$ cat src/sv/cjd_pkg.sv
// ----------------------------------------------------------------------------
// cjd_pkg: shared types and constants for the calendar to Julian day block
// Transaction payload structs, pipeline stage structs, status codes and the
// fixed-point constants of the conversion.
// ----------------------------------------------------------------------------
package cjd_pkg;

  typedef enum logic [2:0] {
    ST_OK     = 3'd0,
    ST_MONTH  = 3'd1,
    ST_DAY    = 3'd2,
    ST_HOUR   = 3'd3,
    ST_MINUTE = 3'd4,
    ST_SECOND = 3'd5,
    ST_NANO   = 3'd6
  } status_t;

  typedef struct packed {
    logic signed [14:0] year;
    logic [3:0]         month;
    logic [5:0]         day_of_month;
    logic [4:0]         hour;
    logic [5:0]         minute;
    logic [5:0]         second;
    logic [29:0]        nanosecond;
  } in_t;

  typedef struct packed {
    logic signed [23:0] julian_day_number;
    logic [46:0]        day_nanoseconds;
    logic [2:0]         status;
  } out_t;

  // After decode: adjusted year, month term, seconds of the day.
  typedef struct packed {
    logic signed [15:0] year_adj;
    logic [8:0]         mterm;
    logic [5:0]         day;
    logic               reform;
    logic [16:0]        sod;
    logic [29:0]        ns;
    status_t            status;
  } s1_t;

  // After the multipliers.
  typedef struct packed {
    logic signed [24:0] yq;
    logic [7:0]         cent;
    logic [8:0]         mterm;
    logic [5:0]         day;
    logic               reform;
    logic [46:0]        ns_sec;
    logic [29:0]        ns;
    status_t            status;
  } s2_t;

  // After the sums, before the day wrap.
  typedef struct packed {
    logic signed [24:0] jdn;
    logic [46:0]        tod;
    status_t            status;
  } s3_t;

  localparam logic [20:0] JD_EPOCH_OFFSET = 21'd1720994;
  localparam logic [29:0] NS_PER_SEC      = 30'd1000000000;
  localparam logic [29:0] NS_MAX          = 30'd999999999;
  localparam logic [46:0] NS_PER_DAY      = 47'd86400000000000;
  localparam logic [46:0] NS_HALF_DAY     = 47'd43200000000000;
  localparam logic [12:0] DIV100_MUL      = 13'd5243;
  localparam int          DIV100_SHIFT    = 19;
  localparam logic signed [15:0] REFORM_YEAR = 16'sd1582;
  localparam logic [3:0]  REFORM_MONTH    = 4'd10;
  localparam logic [5:0]  REFORM_DAY      = 6'd15;

  // floor(30.6001 * (m + 1)) with January and February taken as months
  // 13 and 14; indexed by the calendar month.
  function automatic logic [8:0] month_term(input logic [3:0] month);
    logic [8:0] t;
    case (month)
      4'd1:    t = 9'd428;
      4'd2:    t = 9'd459;
      4'd3:    t = 9'd122;
      4'd4:    t = 9'd153;
      4'd5:    t = 9'd183;
      4'd6:    t = 9'd214;
      4'd7:    t = 9'd244;
      4'd8:    t = 9'd275;
      4'd9:    t = 9'd306;
      4'd10:   t = 9'd336;
      4'd11:   t = 9'd367;
      4'd12:   t = 9'd397;
      default: t = 9'd0;
    endcase
    return t;
  endfunction

endpackage

$ cat src/sv/cjd_decode.sv
// ----------------------------------------------------------------------------
// cjd_decode: first pipeline stage
// Checks the fields, moves January and February to the previous year, looks
// up the month term and forms the seconds of the day.
// ----------------------------------------------------------------------------
module cjd_decode (
  input  logic          clk,
  input  logic          rst_n,
  input  logic          ld,
  input  logic          vld_i,
  input  cjd_pkg::in_t  d_i,
  output logic          vld_r,
  output cjd_pkg::s1_t  d_r
);
  import cjd_pkg::*;

  s1_t                d_nxt;
  logic               early;
  logic signed [15:0] yext;
  logic [3:0]         m_adj;

  always_comb begin
    d_nxt = '0;
    if (d_i.month == 4'd0 || d_i.month > 4'd12) begin
      d_nxt.status = ST_MONTH;
    end else if (d_i.day_of_month == 6'd0) begin
      d_nxt.status = ST_DAY;
    end else if (d_i.hour > 5'd23) begin
      d_nxt.status = ST_HOUR;
    end else if (d_i.minute > 6'd59) begin
      d_nxt.status = ST_MINUTE;
    end else if (d_i.second > 6'd59) begin
      d_nxt.status = ST_SECOND;
    end else if (d_i.nanosecond > NS_MAX) begin
      d_nxt.status = ST_NANO;
    end else begin
      d_nxt.status = ST_OK;
    end

    early = (d_i.month < 4'd3);
    yext  = {d_i.year[14], d_i.year};
    m_adj = early ? d_i.month + 4'd12 : d_i.month;
    d_nxt.year_adj = early ? yext - 16'sd1 : yext;
    d_nxt.reform = (d_nxt.year_adj > REFORM_YEAR) ||
                   (d_nxt.year_adj == REFORM_YEAR &&
                    (m_adj > REFORM_MONTH ||
                     (m_adj == REFORM_MONTH && d_i.day_of_month >= REFORM_DAY)));
    d_nxt.mterm = month_term(d_i.month);
    d_nxt.day   = d_i.day_of_month;
    d_nxt.sod   = 17'(d_i.hour) * 17'd3600 + 17'(d_i.minute) * 17'd60 +
                  17'(d_i.second);
    d_nxt.ns    = d_i.nanosecond;
  end

  always_ff @(posedge clk) begin
    if (!rst_n) begin
      vld_r <= 1'b0;
    end else if (ld) begin
      vld_r <= vld_i;
    end
  end

  always_ff @(posedge clk) begin
    if (ld && vld_i) begin
      d_r <= d_nxt;
    end
  end

endmodule

$ cat src/sv/cjd_mult.sv
// ----------------------------------------------------------------------------
// cjd_mult: second pipeline stage
// The three constant multiplications: 1461 * year (floored by four), the
// century by reciprocal multiplication, and seconds of the day to ns.
// ----------------------------------------------------------------------------
module cjd_mult (
  input  logic          clk,
  input  logic          rst_n,
  input  logic          ld,
  input  logic          vld_i,
  input  cjd_pkg::s1_t  d_i,
  output logic          vld_r,
  output cjd_pkg::s2_t  d_r
);
  import cjd_pkg::*;

  s2_t                d_nxt;
  logic signed [26:0] yprod;
  logic [26:0]        cprod;

  always_comb begin
    yprod = 27'(d_i.year_adj) * 27'sd1461;
    // Only used for reform years, where the year is positive and below 2^14.
    cprod = 27'(d_i.year_adj[13:0]) * 27'(DIV100_MUL);
    d_nxt.yq     = 25'(yprod >>> 2);
    d_nxt.cent   = 8'(cprod >> DIV100_SHIFT);
    d_nxt.mterm  = d_i.mterm;
    d_nxt.day    = d_i.day;
    d_nxt.reform = d_i.reform;
    d_nxt.ns_sec = 47'(d_i.sod) * 47'(NS_PER_SEC);
    d_nxt.ns     = d_i.ns;
    d_nxt.status = d_i.status;
  end

  always_ff @(posedge clk) begin
    if (!rst_n) begin
      vld_r <= 1'b0;
    end else if (ld) begin
      vld_r <= vld_i;
    end
  end

  always_ff @(posedge clk) begin
    if (ld && vld_i) begin
      d_r <= d_nxt;
    end
  end

endmodule

$ cat src/sv/cjd_sum.sv
// ----------------------------------------------------------------------------
// cjd_sum: third pipeline stage
// Adds up the day count with the Gregorian correction and the time of day
// with the half-day offset.
// ----------------------------------------------------------------------------
module cjd_sum (
  input  logic          clk,
  input  logic          rst_n,
  input  logic          ld,
  input  logic          vld_i,
  input  cjd_pkg::s2_t  d_i,
  output logic          vld_r,
  output cjd_pkg::s3_t  d_r
);
  import cjd_pkg::*;

  s3_t                d_nxt;
  logic signed [24:0] corr;

  always_comb begin
    corr = d_i.reform ? 25'sd2 - $signed(25'(d_i.cent)) + $signed(25'(d_i.cent >> 2))
                      : 25'sd0;
    d_nxt.jdn = d_i.yq + $signed(25'(d_i.mterm)) + $signed(25'(d_i.day)) +
                $signed(25'(JD_EPOCH_OFFSET)) + corr;
    d_nxt.tod = d_i.ns_sec + 47'(d_i.ns) + NS_HALF_DAY;
    d_nxt.status = d_i.status;
  end

  always_ff @(posedge clk) begin
    if (!rst_n) begin
      vld_r <= 1'b0;
    end else if (ld) begin
      vld_r <= vld_i;
    end
  end

  always_ff @(posedge clk) begin
    if (ld && vld_i) begin
      d_r <= d_nxt;
    end
  end

endmodule

$ cat src/sv/cjd_norm.sv
// ----------------------------------------------------------------------------
// cjd_norm: last pipeline stage and output register
// Carries a time of day past one whole day into the day count, and clears
// the result of a transaction with a field error.
// ----------------------------------------------------------------------------
module cjd_norm (
  input  logic          clk,
  input  logic          rst_n,
  input  logic          ld,
  input  logic          vld_i,
  input  cjd_pkg::s3_t  d_i,
  output logic          vld_r,
  output cjd_pkg::out_t d_r
);
  import cjd_pkg::*;

  out_t d_nxt;
  logic wrap;

  always_comb begin
    wrap  = (d_i.tod >= NS_PER_DAY);
    d_nxt = '0;
    d_nxt.status = d_i.status;
    if (d_i.status == ST_OK) begin
      d_nxt.julian_day_number = 24'(wrap ? d_i.jdn + 25'sd1 : d_i.jdn);
      d_nxt.day_nanoseconds   = wrap ? d_i.tod - NS_PER_DAY : d_i.tod;
    end
  end

  always_ff @(posedge clk) begin
    if (!rst_n) begin
      vld_r <= 1'b0;
    end else if (ld) begin
      vld_r <= vld_i;
    end
  end

  always_ff @(posedge clk) begin
    if (ld && vld_i) begin
      d_r <= d_nxt;
    end
  end

endmodule

$ cat src/sv/calendar_to_julian_day.sv
// ----------------------------------------------------------------------------
// calendar_to_julian_day: calendar date and time of day to Julian day
// Four-stage pipeline that converts a date and time into a whole Julian day
// number and the nanoseconds elapsed since the noon that starts that day.
// ----------------------------------------------------------------------------
// The block takes one transaction per clock cycle while in_stall is low. Its
// result passes the decode, multiplication and sum registers in turn and is
// then loaded into the output register for the consumer to take. The
// four register stages are field decode and month lookup, the constant
// multiplications, the sums, and the day wrap with the output register.
// January and February count as months 13 and 14 of the previous year, and
// dates from 15 October 1582 onwards get the Gregorian correction. A field
// outside its range (a day only when it is zero) gives the status code of
// the first failing field (month, day, hour, minute, second, nanosecond)
// with a zero day number and zero nanoseconds. Each stage holds its own
// valid bit and loads whenever it is empty or the stage after it moves, so
// a stall on the result side only stops the stages that are full and empty
// stages ahead of it still take new transactions. The block holds no state
// between transactions and needs no configuration.
// ----------------------------------------------------------------------------
module calendar_to_julian_day (
  input  logic          clk,
  input  logic          rst_n,
  input  logic          in_valid,
  output logic          in_stall,
  input  cjd_pkg::in_t  in_data,
  output logic          out_valid,
  input  logic          out_stall,
  output cjd_pkg::out_t out_data
);
  import cjd_pkg::*;

  logic v1, v2, v3;
  logic rdy1, rdy2, rdy3, rdy4;
  s1_t  s1;
  s2_t  s2;
  s3_t  s3;

  // A stage may load when it is empty or its content moves on in the same
  // cycle.
  assign rdy4     = !out_valid || !out_stall;
  assign rdy3     = !v3 || rdy4;
  assign rdy2     = !v2 || rdy3;
  assign rdy1     = !v1 || rdy2;
  assign in_stall = !rdy1;

  cjd_decode u_decode (
    .clk   (clk),
    .rst_n (rst_n),
    .ld    (rdy1),
    .vld_i (in_valid),
    .d_i   (in_data),
    .vld_r (v1),
    .d_r   (s1)
  );

  cjd_mult u_mult (
    .clk   (clk),
    .rst_n (rst_n),
    .ld    (rdy2),
    .vld_i (v1),
    .d_i   (s1),
    .vld_r (v2),
    .d_r   (s2)
  );

  cjd_sum u_sum (
    .clk   (clk),
    .rst_n (rst_n),
    .ld    (rdy3),
    .vld_i (v2),
    .d_i   (s2),
    .vld_r (v3),
    .d_r   (s3)
  );

  cjd_norm u_norm (
    .clk   (clk),
    .rst_n (rst_n),
    .ld    (rdy4),
    .vld_i (v3),
    .d_i   (s3),
    .vld_r (out_valid),
    .d_r   (out_data)
  );

endmodule

$ cat config.mk
export PLATFORM = sky130hd
export DESIGN_NAME = calendar_to_julian_day
export DESIGN_NICKNAME = d
export VERILOG_FILES = /design/src/sv/cjd_pkg.sv /design/src/sv/cjd_decode.sv /design/src/sv/cjd_mult.sv /design/src/sv/cjd_sum.sv /design/src/sv/cjd_norm.sv /design/src/sv/calendar_to_julian_day.sv
export SDC_FILE = /design/constraint.sdc
export NUM_CORES = 2
export LEC_CHECK = 0
export BUFFER_PORTS_ARGS = -buffer_cell sky130_fd_sc_hd__buf_2
export CORE_UTILIZATION = 48
export DETAILED_ROUTE_END_ITERATION = 12
export PLACE_DENSITY = 0.74
export SLEW_MARGIN = 20
export SYNTH_ARGS = -nofsm -noshare
export SYNTH_HDL_FRONTEND = slang
export SYNTH_HIERARCHICAL = 1
export SYNTH_SLANG_ARGS = --single-unit
export TNS_END_PERCENT = 5
$ cat constraint.sdc
create_clock -name clk -period 11.07 [get_ports clk]
set_input_delay 2.214 -clock clk [delete_from_list [all_inputs] [get_ports clk]]
set_output_delay 2.214 -clock clk [all_outputs]
set_load 0.01 [all_outputs]
==> results.cfg <==
[sta]
fin_crit_sh = 0.593
max_freq_ghz = 0.152
min_period_ps = 6560
tns_ps = 0
clock_skew_ps = 30.0
worst_pin_slew_ps = 1070
setup_viol = 0
max_slew_margin = 0.290
rsz0062_at_grt = false
hold_viol_final = 0
maxSlewViolCount = 0

[clock_network]
htree_levels = 2
cts_hold_buffers = 0
clk_pin_slew_ps = 60
cts_buffer_depth = 3
insertion_delay_ps = 580
numCtsBuffers = 39
cts_resized = 0
clkSinkCount = 353
cts_setup_buffers = 0
cts_tree = done
cts-root-buf = clkbuf_16

[global_routing]
track_usage = 0.205
grt_pass1_wl_um = 117000
met1_usage = 0.285
grt_use_met2 = 0.319
grt_max_degree = 92
busiest_layer = met2
grt_pass1_vias = 22472
met3_usage = 0.0497
antenna_found_initial = 18
overflow = 0

[yosys]
ys.warnings.count = 6
syn_area_per_cell_um2 = 10.8
syn_inst = 3148
syn_area_mm2 = 0.0341

[detailed_routing]
drt_iter0_markers = 1222
vias_per_cell = 5.26
final_antenna_net_count = 0
avgRoutedWirePerCell_um = 16.8
drc_errors = 0
first_pass_iters = 5
vias = 22535
wl_um = 72100

[placement]
io_buffer_count = 151
hpwl_um = 59600
gp_congestion = 0.944

[cells_and_area]
area_delta_synth_final_pct = 9.05
final_nets = 4234
drive_above_1_share = 0.0799

[die]
core_area_mm2 = 0.0701
io_pins = 152
die_y_um = 268
die_w_um = 268
die_area_mm2 = 0.0721
initial_core_util = 0.486
num_rows = 97

[worst_setup_path]
crit_top_cell = ha_1
cp.arrival_ps = 6870
reg2reg_slack_ps = 4510
cp_max_fo = 11
crit_type = reg -> reg
r2r-end = u_sum/d_r[71]$_DFFE_PP_
reg2regPathDepth = 26
critical_path.slowest_cell = a21oi_1
r2r-start = u_mult/d_r[96]$_DFFE_PP_
worstPathRequired_ps = 11380
crit_end = u_sum/d_r[71]$_DFFE_PP_
worst-path-buf-inv = 4
path_delay_family = compound AO/OA/AOI/OAI gates
startpoint_type = flop
startpoint = u_mult/d_r[96]$_DFFE_PP_
cp-end-kind = flop
cpPeakStageDelay_ps = 690
cp.depth = 26

[min_path]
worst_hold_path_type = reg -> reg

[run]
maxCapViolCount = 0

[status]
status = complete, no violations
[flip-flops by register name, indices dropped and copies added, names as in the netlist]
name            flops
u_decode/d_r       82
u_decode/vld_r      1
u_mult/d_r        119
u_mult/vld_r        1
u_norm/d_r         74
u_norm/vld_r        1
u_sum/d_r          74
u_sum/vld_r         1
[worst reg2reg max path: cells and delay by family, from the launching register on]
family	cells	cell delay [ps]
AO/OA/AOI/OAI	11	2780
AND/OR/NAND/NOR	4	620
XOR/XNOR	1	120
flip-flops	1	450
adder cells (fa/ha/maj)	6	1860
buffers and inverters	4	500
[layout make-up]
type | instances | area [um^2]
inverters | 624 | 2340
fillers | 6162 | 33000
repair buffers | 155 | 786
diodes | 8 | 20.0
clock buffers | 41 | 993
multi-input cells | 2136 | 21000
flip-flops and latches | 353 | 10600
clock inverters | 31 | 322
well taps | 940 | 1180
[worst min-delay path by stage]
stage | startpoint | slack (ps) | depth (start not counted) | to
finish | u_decode/d_r[5]$_DFFE_PP_ | 420 | 0 | u_mult/d_r[5]$_DFFE_PP_
global route | u_decode/d_r[60]$_DFFE_PP_ | 420 | 0 | u_mult/d_r[90]$_DFFE_PP_
CTS | u_decode/d_r[7]$_DFFE_PP_ | 420 | 0 | u_mult/d_r[7]$_DFFE_PP_
detailed placement | u_decode/d_r[14]$_DFFE_PP_ | 400 | 0 | u_mult/d_r[14]$_DFFE_PP_
global placement | u_decode/d_r[64]$_DFFE_PP_ | 400 | 0 | u_mult/d_r[94]$_DFFE_PP_
floorplan | u_decode/d_r[0]$_SDFFCE_PP1P_ | 400 | 0 | u_mult/d_r[0]$_DFFE_PP_
[placed cells by master, fill, tap and decap left out, drive strengths merged, types with 9 or more instances in the layout]
| master | instances |
|---|---|
| nor2 | 126 |
| a211oi | 23 |
| and2 | 35 |
| clkinv | 17 |
| xor2 | 53 |
| o211ai | 14 |
| fa | 307 |
| or4 | 26 |
| a21boi | 10 |
| a31oi | 19 |
| nand4 | 30 |
| mux2i | 11 |
| buf | 155 |
| ha | 542 |
| nor4 | 10 |
| o21a | 28 |
| a21o | 57 |
| nor2b | 26 |
| nand2b | 18 |
| edfxtp | 349 |
| o21ai | 106 |
| or3 | 38 |
| and3 | 21 |
| conb | 9 |
| inv | 630 |
| o21bai | 13 |
| nor3 | 36 |
| xnor2 | 103 |
| clkbuf | 41 |
| nand2 | 115 |
| o31ai | 29 |
| a21oi | 180 |
| nand3 | 47 |
[metal layers]
metal  up-vias  part of all wire
met5         -            0.0017
met3       121             0.068
met4        20             0.029
met1     10682              0.47
li1      11136                 -
met2       576              0.43
[through the flow]
stage	hold WS, ps	cells	cell area, um^2	utilization	setup slack, ps
2_1_floorplan	400	3156	34100	-	4830
3_3_place_gp	401	4208	35800	0.511	4440
3_5_place_dp	405	4208	35800	0.511	4400
4_1_cts	419	4280	37100	0.530	4440
5_1_grt	419	4285	37200	0.530	3950
6_report	415	4288	37200	0.530	4510
Power is left out: the tool's default activity adds up to more than one toggle a clock period on the data nets, which glitch-free logic cannot reach.
